File: src/rtl/fcp_pkg.sv
// ----------------------------------------------------------------------------
// fcp_pkg
// Request and status codes and the per-cell control bundle shared by the
// queue with cancel and promote.
// ----------------------------------------------------------------------------
package fcp_pkg;

    typedef enum logic [1:0] {
        REQ_ENQUEUE = 2'd0,
        REQ_SERVE   = 2'd1,
        REQ_PROMOTE = 2'd2,
        REQ_REMOVE  = 2'd3
    } t_req;

    typedef enum logic [2:0] {
        ST_OK       = 3'd0,
        ST_EMPTY    = 3'd1,
        ST_FULL     = 3'd2,
        ST_NOTFOUND = 3'd3,
        ST_FIRST    = 3'd4,
        ST_CANCEL   = 3'd5
    } t_status;

    typedef struct packed {
        logic enq;  // tail cell loads the new identifier
        logic fwd;  // cells at or after the hit take the right neighbor
        logic bwd;  // cells up to the hit take the left neighbor
    } t_cell_ctl;

endpackage

File: src/rtl/fcp_cell.sv
// ----------------------------------------------------------------------------
// fcp_cell
// One queue slot: holds an identifier, compares it with the target and
// passes the hit flag toward the tail; shifts from either neighbor.
// ----------------------------------------------------------------------------
module fcp_cell #(
    parameter int ID_BITS = 16
) (
    input  logic                  i_clk,
    input  fcp_pkg::t_cell_ctl    i_ctl,
    input  logic                  i_occupied,
    input  logic                  i_is_tail,
    input  logic [ID_BITS-1:0]    i_new_id,
    input  logic [ID_BITS-1:0]    i_target_id,
    input  logic [ID_BITS-1:0]    i_left_id,
    input  logic [ID_BITS-1:0]    i_right_id,
    input  logic                  i_seen,
    output logic                  o_seen,
    output logic                  o_match,
    output logic [ID_BITS-1:0]    o_id
);
    import fcp_pkg::*;

    logic [ID_BITS-1:0] r_id;
    logic [ID_BITS-1:0] n_id;

    assign o_match = i_occupied && (r_id == i_target_id);
    assign o_seen  = i_seen || o_match;
    assign o_id    = r_id;

    always_comb begin
        n_id = r_id;
        if (i_ctl.enq && i_is_tail) begin
            n_id = i_new_id;
        end else if (i_ctl.fwd && o_seen) begin
            n_id = i_right_id;
        end else if (i_ctl.bwd && !i_seen) begin
            n_id = i_left_id;
        end
    end

    always_ff @(posedge i_clk) begin
        r_id <= n_id;
    end

endmodule

File: src/rtl/fifo_with_cancel_and_promote_top.sv
// ----------------------------------------------------------------------------
// fifo_with_cancel_and_promote_top
// Ordered queue of identifiers with enqueue, serve, promote and remove.
// ----------------------------------------------------------------------------
// Each accepted request is answered by exactly one result, registered in the
// cycle after the transfer. The queue is a row of QUEUE_DEPTH cells, head at
// cell 0; every cell compares its identifier with the target at once and the
// whole row shifts in the same cycle, so a new request can be taken every
// cycle as long as the previous result is taken (a pending result blocks the
// next transfer only when the output side stalls). The compare-and-hit chain
// through the cells sets the cycle time. Identifiers come from a counter that
// starts at 1 and is never reused; once it is exhausted enqueue answers full.
// ----------------------------------------------------------------------------
module fifo_with_cancel_and_promote_top #(
    parameter int QUEUE_DEPTH = 16,
    parameter int ID_BITS     = 16
) (
    input  logic                                 i_clk,
    input  logic                                 i_rst_n,
    input  logic                                 i_in_valid,
    output logic                                 o_in_ready,
    input  logic [1:0]                           i_req_type,
    input  logic [ID_BITS-1:0]                   i_target_id,
    output logic                                 o_out_valid,
    input  logic                                 i_out_ready,
    output logic [2:0]                           o_status,
    output logic [ID_BITS-1:0]                   o_result_id,
    output logic [$clog2(QUEUE_DEPTH+1)-1:0]     o_occupancy
);
    import fcp_pkg::*;

    localparam int CW = $clog2(QUEUE_DEPTH + 1);

    logic                r_out_valid;
    t_status             r_status;
    logic [ID_BITS-1:0]  r_result_id;
    logic [CW-1:0]       r_occupancy;
    logic [CW-1:0]       r_count;
    logic [ID_BITS-1:0]  r_last_id;

    t_status             n_status;
    logic [ID_BITS-1:0]  n_result_id;
    logic [CW-1:0]       n_count;
    logic [ID_BITS-1:0]  n_last_id;
    t_cell_ctl           w_ctl;
    logic                w_seen_head;

    logic                w_accept;
    logic [ID_BITS-1:0]  w_new_id;
    logic [ID_BITS-1:0]  w_id    [QUEUE_DEPTH];
    logic [QUEUE_DEPTH:0] w_seen;
    logic [QUEUE_DEPTH-1:0] w_match;
    logic                w_found;

    assign o_in_ready  = !r_out_valid || i_out_ready;
    assign w_accept    = i_in_valid && o_in_ready;
    assign w_new_id    = r_last_id + ID_BITS'(1);
    assign w_found     = |w_match;
    assign w_seen[0]   = w_seen_head;

    // cell row
    for (genvar g = 0; g < QUEUE_DEPTH; g++) begin : g_cell
        fcp_cell #(
            .ID_BITS (ID_BITS)
        ) u_cell (
            .i_clk       (i_clk),
            .i_ctl       (w_ctl),
            .i_occupied  (CW'(g) < r_count),
            .i_is_tail   (CW'(g) == r_count),
            .i_new_id    (w_new_id),
            .i_target_id (i_target_id),
            .i_left_id   ((g == 0) ? i_target_id : w_id[(g == 0) ? 0 : g - 1]),
            .i_right_id  (w_id[(g == QUEUE_DEPTH - 1) ? g : g + 1]),
            .i_seen      (w_seen[g]),
            .o_seen      (w_seen[g+1]),
            .o_match     (w_match[g]),
            .o_id        (w_id[g])
        );
    end

    // request decode
    always_comb begin
        n_status    = ST_OK;
        n_result_id = '0;
        n_count     = r_count;
        n_last_id   = r_last_id;
        w_ctl       = '0;
        w_seen_head = 1'b0;
        if (t_req'(i_req_type) == REQ_ENQUEUE) begin
            if ((r_count == CW'(QUEUE_DEPTH)) || (&r_last_id)) begin
                n_status = ST_FULL;
            end else begin
                n_result_id = w_new_id;
                n_last_id   = w_new_id;
                n_count     = r_count + CW'(1);
                w_ctl.enq   = w_accept;
            end
        end else if (r_count == '0) begin
            n_status = ST_EMPTY;
        end else if (t_req'(i_req_type) == REQ_SERVE) begin
            n_result_id = w_id[0];
            n_count     = r_count - CW'(1);
            w_seen_head = 1'b1;
            w_ctl.fwd   = w_accept;
        end else if (i_target_id == '0) begin
            n_status = ST_CANCEL;
        end else if (!w_found) begin
            n_status = ST_NOTFOUND;
        end else if (t_req'(i_req_type) == REQ_REMOVE) begin
            n_result_id = i_target_id;
            n_count     = r_count - CW'(1);
            w_ctl.fwd   = w_accept;
        end else if (w_match[0]) begin
            n_status = ST_FIRST;
        end else begin
            n_result_id = i_target_id;
            w_ctl.bwd   = w_accept;
        end
    end

    always_ff @(posedge i_clk) begin
        if (!i_rst_n) begin
            r_out_valid <= 1'b0;
            r_count     <= '0;
            r_last_id   <= '0;
        end else begin
            if (w_accept) begin
                r_out_valid <= 1'b1;
                r_count     <= n_count;
                r_last_id   <= n_last_id;
            end else if (i_out_ready) begin
                r_out_valid <= 1'b0;
            end
        end
    end

    always_ff @(posedge i_clk) begin
        if (w_accept) begin
            r_status    <= n_status;
            r_result_id <= n_result_id;
            r_occupancy <= n_count;
        end
    end

    assign o_out_valid = r_out_valid;
    assign o_status    = r_status;
    assign o_result_id = r_result_id;
    assign o_occupancy = r_occupancy;

    // checks
    a_count_bound: assert property (@(posedge i_clk) disable iff (!i_rst_n)
        r_count <= CW'(QUEUE_DEPTH))
        else $error("occupancy beyond depth");

    a_zero_id_on_error: assert property (@(posedge i_clk) disable iff (!i_rst_n)
        (r_out_valid && (r_status != ST_OK)) |-> (r_result_id == '0))
        else $error("nonzero id with error status");

    a_result_after_transfer: assert property (@(posedge i_clk) disable iff (!i_rst_n)
        w_accept |=> (r_out_valid && (r_occupancy == r_count)))
        else $error("missing result after transfer");

    a_id_counter_step: assert property (@(posedge i_clk) disable iff (!i_rst_n)
        (w_accept && w_ctl.enq) |=> (r_last_id == $past(r_last_id) + ID_BITS'(1)))
        else $error("identifier counter skipped");

endmodule

File: config.mk
export PLATFORM = sky130hd
export DESIGN_NAME = fifo_with_cancel_and_promote_top
export DESIGN_NICKNAME = d
export VERILOG_FILES = /design/src/rtl/fcp_pkg.sv /design/src/rtl/fcp_cell.sv /design/src/rtl/fifo_with_cancel_and_promote_top.sv
export SDC_FILE = /design/constraint.sdc
export NUM_CORES = 1
export LEC_CHECK = 0
export BUFFER_PORTS_ARGS = -buffer_cell sky130_fd_sc_hd__buf_4
export CAP_MARGIN = 10
export CORE_MARGIN = 3
export CORE_UTILIZATION = 23
export DETAILED_ROUTE_END_ITERATION = 16
export PLACE_DENSITY = 0.39
export SLEW_MARGIN = 10
export SYNTH_ARGS = -nofsm -noshare
export SYNTH_HDL_FRONTEND = slang
export SYNTH_HIERARCHICAL = 1
export SYNTH_SLANG_ARGS = --single-unit
File: constraint.sdc
create_clock -name i_clk -period 13.25 [get_ports i_clk]
set_input_delay 3.975 -clock i_clk [delete_from_list [all_inputs] [get_ports i_clk]]
set_output_delay 3.975 -clock i_clk [all_outputs]
set_load 0.05 [all_outputs]
==> flow_summary.toml, run 1 <==
[final_layout]
fin_util_pct = 26.3
drive_above_1_share_pct = 16.8
layout_commonest_cell = "nand2_1"
diodes = 0
final_area_um2 = 25700
fillCellCount = 10398
mostFrequentLayoutCells = "nand2_1, edfxtp_1, o2111ai_1"
nets = 2361
syn_to_final_growth_pct = 12.6

[worst_setup_path]
path_class = "in2reg"
startpoint_type = "input port"
critical_path_arrival_ns = 11.45
crit_required_ns = 13.32
crit_path_end_kind = "flip-flop"
worstPathMaxFanout = 19

[timing]
setup_tns_ns = 0
layout_setup_ws_ns = 1.87
maxSlewViolCount = 0
hold_viol_final = 0
rsz0062_at_grt = "false"
fmax_mhz = 87.9
clock_skew_ns = 0.0294
report.final.setup_viol = 0
tightest_slew_ns = 1.29
fin_crit_sh_pct = 85.9
hold_ws_ns = 0.567
post-route-min-period_ns = 11.38
maxSlewHeadroom_pct = 13.4

[route]
wire_per_inst_um = 28.7
drtIter0Drc = 2112
vias = 20614
detail_route.vias_per_cell = 5.66
first_pass_iters = 6
drt_wl_total_um = 104000
remaining_drc_errors = 0
drtAntennaViolNets = 0

[place]
port_buffers = 47
pre_cts_slack_ns = 1.47
dpl.hpwl_um = 71800
dpl_cell_area_um2 = 24400
gp_congestion = 0.878

[clock_network]
clk_latency_ns = 0.58
root_buffer = "clkbuf_16"
clkTransAtPathRegs_ns = 0.06
cts_hold_buf = 0
cts_buffer_depth = 3
cts_tree = "yes"
cts_resized = 0
clkSinkCount = 302
cts_max_level = 2
numCtsBuffers = 41
cts_setup_buffers = 0

[synthesis]
ys_warn_count = 6
avgSynthCellArea_um2 = 9.65
syn_area_um2 = 22800
synth_nets = 2392
synthCells = 2364

[outcome]
outcome = "complete, no violations"

[floorplan]
io_pins = 48
core_area_um2 = 97600
die_h_um = 321
start_util_pct = 23.4
num_rows = 114
die_area_um2 = 103000
chipWidth_um = 321

[flow_run]
cap_violations = 0

[hold_path]
worstHoldPathType = "reg2reg"

[global_route]
grt_pass1_vias = 20233
gr-total-overflow = 0
grt_max_degree = 40
grt_usage_pct = 19.6
antenna_found_initial = 0
grt_pass1_wl_um = 150000

[power_and_ir_drop]
p_leak_uw = 0.00854
power.density_nw_per_um2 = 92.0
irDropWorstVdd_mv = 0.0747
## worst max-delay path: stages
cell and delay, ns:
buf_4 0.40, xor2_1 0.30, nor4_1 0.10, nand2_1 0.07, nor4_1 0.11, or2_2 0.32
or2_2 0.32, or2_2 0.32, or2_2 0.34, or2_2 0.33, or2_2 0.33, or2_2 0.32
or2_2 0.32, or2_2 0.32, or2_2 0.32, or2_2 0.34, or2_2 0.33, or2_2 0.33
or2_2 0.34, or2_2 0.33, nand2_1 0.44, o21a_1 0.20, buf_4 0.25, nand3_1 0.64
## where the power goes
part	internal, uW	switching (uW)
clock network	646	467
logic	62.8	140
registers	1040	8.75
total	1750	616
## final timing paths
check | cells past startpoint | startpoint | slack, ns | end
max | 24 | i_target_id[0] | 1.87 | g_cell[15].u_cell/o_id[6]$_DFFE_PP_
max reg2reg | 23 | r_count[0]$_SDFFE_PN0N_ | 4.43 | g_cell[15].u_cell/o_id[6]$_DFFE_PP_
min reg2reg | 2 | r_last_id[1]$_SDFFE_PN0P_ | 0.57 | r_last_id[1]$_SDFFE_PN0P_
min | 2 | r_last_id[1]$_SDFFE_PN0P_ | 0.57 | r_last_id[1]$_SDFFE_PN0P_
## layout make-up
cell class	count	area, um2	area share, %
timing repair buffer	108	811	3.16
multi-input combinational	1866	13100	50.9
sequential	302	8850	34.4
inverter	14	52.6	0.205
tap	1276	1600	6.21
clock inverter	18	114	0.443
clock buffer	57	1190	4.64
## state kept, by name, indices dropped and copies added, names as in the netlist
register            flops
r_last_id              16
o_occupancy             5
r_count                 5
o_result_id            16
o_out_valid             1
g_cell.u_cell/o_id    256
o_status                3
## metal layers
layer  track usage [%]  vias up  wire length, um  share of wire, %
li1                  -     9045                -                 -
met1              27.5    10385            47100                45
met2              29.8      985            45400                44
met3              3.44      199             7650               7.3
met4              7.65        0             4170               4.0
met5                 0        -                0                 0
## through the flow
stage	power, uW	std cells
2_1_floorplan	1180	2364
3_3_place_gp	1270	3566
3_5_place_dp	1270	3566
4_1_cts	2390	3641
5_1_grt	2440	3641
6_report	2360	3641
(Power assumes the default switching activity.)
==> run 2: changes to the inputs <==
--- a/config.mk
+++ b/config.mk
@@ -7,10 +7,10 @@
 export LEC_CHECK = 0
 export BUFFER_PORTS_ARGS = -buffer_cell sky130_fd_sc_hd__buf_4
 export CAP_MARGIN = 10
+export CORE_ASPECT_RATIO = 1.4
 export CORE_MARGIN = 3
 export CORE_UTILIZATION = 23
 export DETAILED_ROUTE_END_ITERATION = 16
-export PLACE_DENSITY = 0.39
 export SLEW_MARGIN = 10
 export SYNTH_ARGS = -nofsm -noshare
 export SYNTH_HDL_FRONTEND = slang
==> run 2 against run 1 <==
Net effect: first-iteration DRC count up 17%; die area about the same; clock skew down 0.00070 ns; clock power down 19%; non-clock buffer count down 18.
==> flow_summary.toml, run 2 (synthesis gave the netlist of run 1 again) <==
[outcome]
outcome = "complete, no violations"

[route]
drtIter0Drc = 2478
first_pass_iters = 5
remaining_drc_errors = 0
detail_route.vias_per_cell = 5.67
drt_wl_total_um = 93000
wire_per_inst_um = 25.5
drtAntennaViolNets = 0
vias = 20639

[clock_network]
clkTransAtPathRegs_ns = 0.07
numCtsBuffers = 31
cts_resized = 0
clkSinkCount = 302
cts_setup_buffers = 0
cts_hold_buf = 0
cts_tree = "yes"
cts_buffer_depth = 3
clk_latency_ns = 0.62
cts_max_level = 1
root_buffer = "clkbuf_16"

[global_route]
antenna_found_initial = 6
gr-total-overflow = 0
grt_max_degree = 34
grt_pass1_wl_um = 136000
grt_pass1_vias = 19962
grt_usage_pct = 17.3

[floorplan]
core_area_um2 = 98400
num_rows = 136
start_util_pct = 23.2
io_pins = 48
die_h_um = 379
die_area_um2 = 103000
chipWidth_um = 272

[final_layout]
syn_to_final_growth_pct = 10.9
largest_reg_flops = 256
layout_commonest_cell = "nand2_1"
instances_no_fill = 3643
drive_above_1_share_pct = 16.1
final-seq-area_um2 = 8850
multiInputGateArea_um2 = 13100
fillCellCount = 10536
mostFrequentLayoutCells = "nand2_1, edfxtp_1, o2111ai_1"
nets = 2333

[timing]
maxSlewHeadroom_pct = 14.6
setup_tns_ns = 0
clock_skew_ns = 0.0287
tightest_slew_ns = 1.28
report.final.setup_viol = 0
rsz0062_at_grt = "false"
fmax_mhz = 86.4
hold_viol_final = 0
maxSlewViolCount = 0
fin_crit_sh_pct = 87.4
post-route-min-period_ns = 11.58

[place]
port_buffers = 47
dp.cells = 3583
gp_congestion = 0.976
dpl.hpwl_um = 63500

[worst_setup_path]
crit_required_ns = 13.38
crit_path_end_kind = "flip-flop"
startpoint_type = "input port"
slowest_delay_ns = 0.78
worstPathMaxFanout = 19
cp_top_family = "simple AND/OR/NAND/NOR gates"
critical_path_arrival_ns = 11.71
cp_slowest_cell = "nand3_1"
crit_buf_inv = 1
path_class = "in2reg"
crit_chain = "buf_4 > xor2_1 > nor4_1 > nand2_1 > nor4_1 > or2_2 > or2_2 > or2_2 > or2_2 > or2_2 > or2_2 > or2_2 > or2_2 > or2_2 > or2_2 > or2_2 > or2_2 > or2_2 > or2_2 > or2_2 > nand2_1 > o21a_1 > nand3_1"
cpMostUsedCell = "or2_2"

[hold_path]
worstHoldPathType = "reg2reg"

[power_and_ir_drop]
irDropWorstVdd_mv = 0.0956
p_leak_uw = 0.00831
power.density_nw_per_um2 = 84.6

[flow_run]
cap_violations = 0
-- run 2: cell count changes in the layout (fill, tap and decap cells not counted), sizes merged --
cell | previous run | this run
diode | 0 | 3
buf | 108 | 90
clkbuf | 57 | 32
clkinv | 15 | 17
inv | 14 | 18
bufinv | 1 | 2
-- run 2: worst min-delay path: stages, from the launching register on --
cell and delay, ns:
dfxtp_1 0.34, mux2i_1 0.13, nor2b_1 0.05
-- run 2: path summary, 6_finish.rpt --
check / slack, ns / to / start / cells after the start
max: 1.67 / g_cell[15].u_cell/o_id[3]$_DFFE_PP_ / i_target_id[3] / 23
min: 0.56 / r_last_id[1]$_SDFFE_PN0P_ / r_last_id[1]$_SDFFE_PN0P_ / 2
max reg2reg: 4.24 / g_cell[15].u_cell/o_id[3]$_DFFE_PP_ / r_count[0]$_SDFFE_PN0N_ / 22
min reg2reg: 0.56 / r_last_id[1]$_SDFFE_PN0P_ / r_last_id[1]$_SDFFE_PN0P_ / 2
-- run 2: metrics by stage --
step                      setup WS [ns]  instance area [um2]  hold slack [ns]  total power (uW)  utilization (%)
after floorplan                    2.81                22800            0.521              1180                -
after global placement             1.26                24300            0.548              1260             24.7
after detailed placement           1.11                24300            0.556              1260             24.7
after CTS                          1.78                25300            0.566              2150             25.7
after global routing               1.35                25300            0.621              2190             25.7
final                              1.67                25300            0.561              2140             25.7
-- run 2: where the power goes --
part,internal (uW),switching [uW],total (uW)
clock network,470,426,896
registers,1040,11.5,1050
logic,61.4,132,193
total,1570,569,2140
-- run 2: metal layers --
layer  wire length, um  up-vias  global-route usage (%)  share of wire [%]
met5                27        -                       0              0.029
met2             43100     1249                    28.7                 46
met4              8710        4                    13.4                9.4
met1             33800     9991                    20.1                 36
li1                  -     8994                       -                  -
met3              7350      401                    2.74                7.9
-- run 2: area by class of cell --
type	count	share of cell area, %
clock buffer	32	3.08
multi-input combinational	1866	51.8
clock inverter	25	0.791
antenna	3	0.0297
sequential	302	35.0
timing repair buffer	90	2.67
tap	1311	6.48
inverter	14	0.208
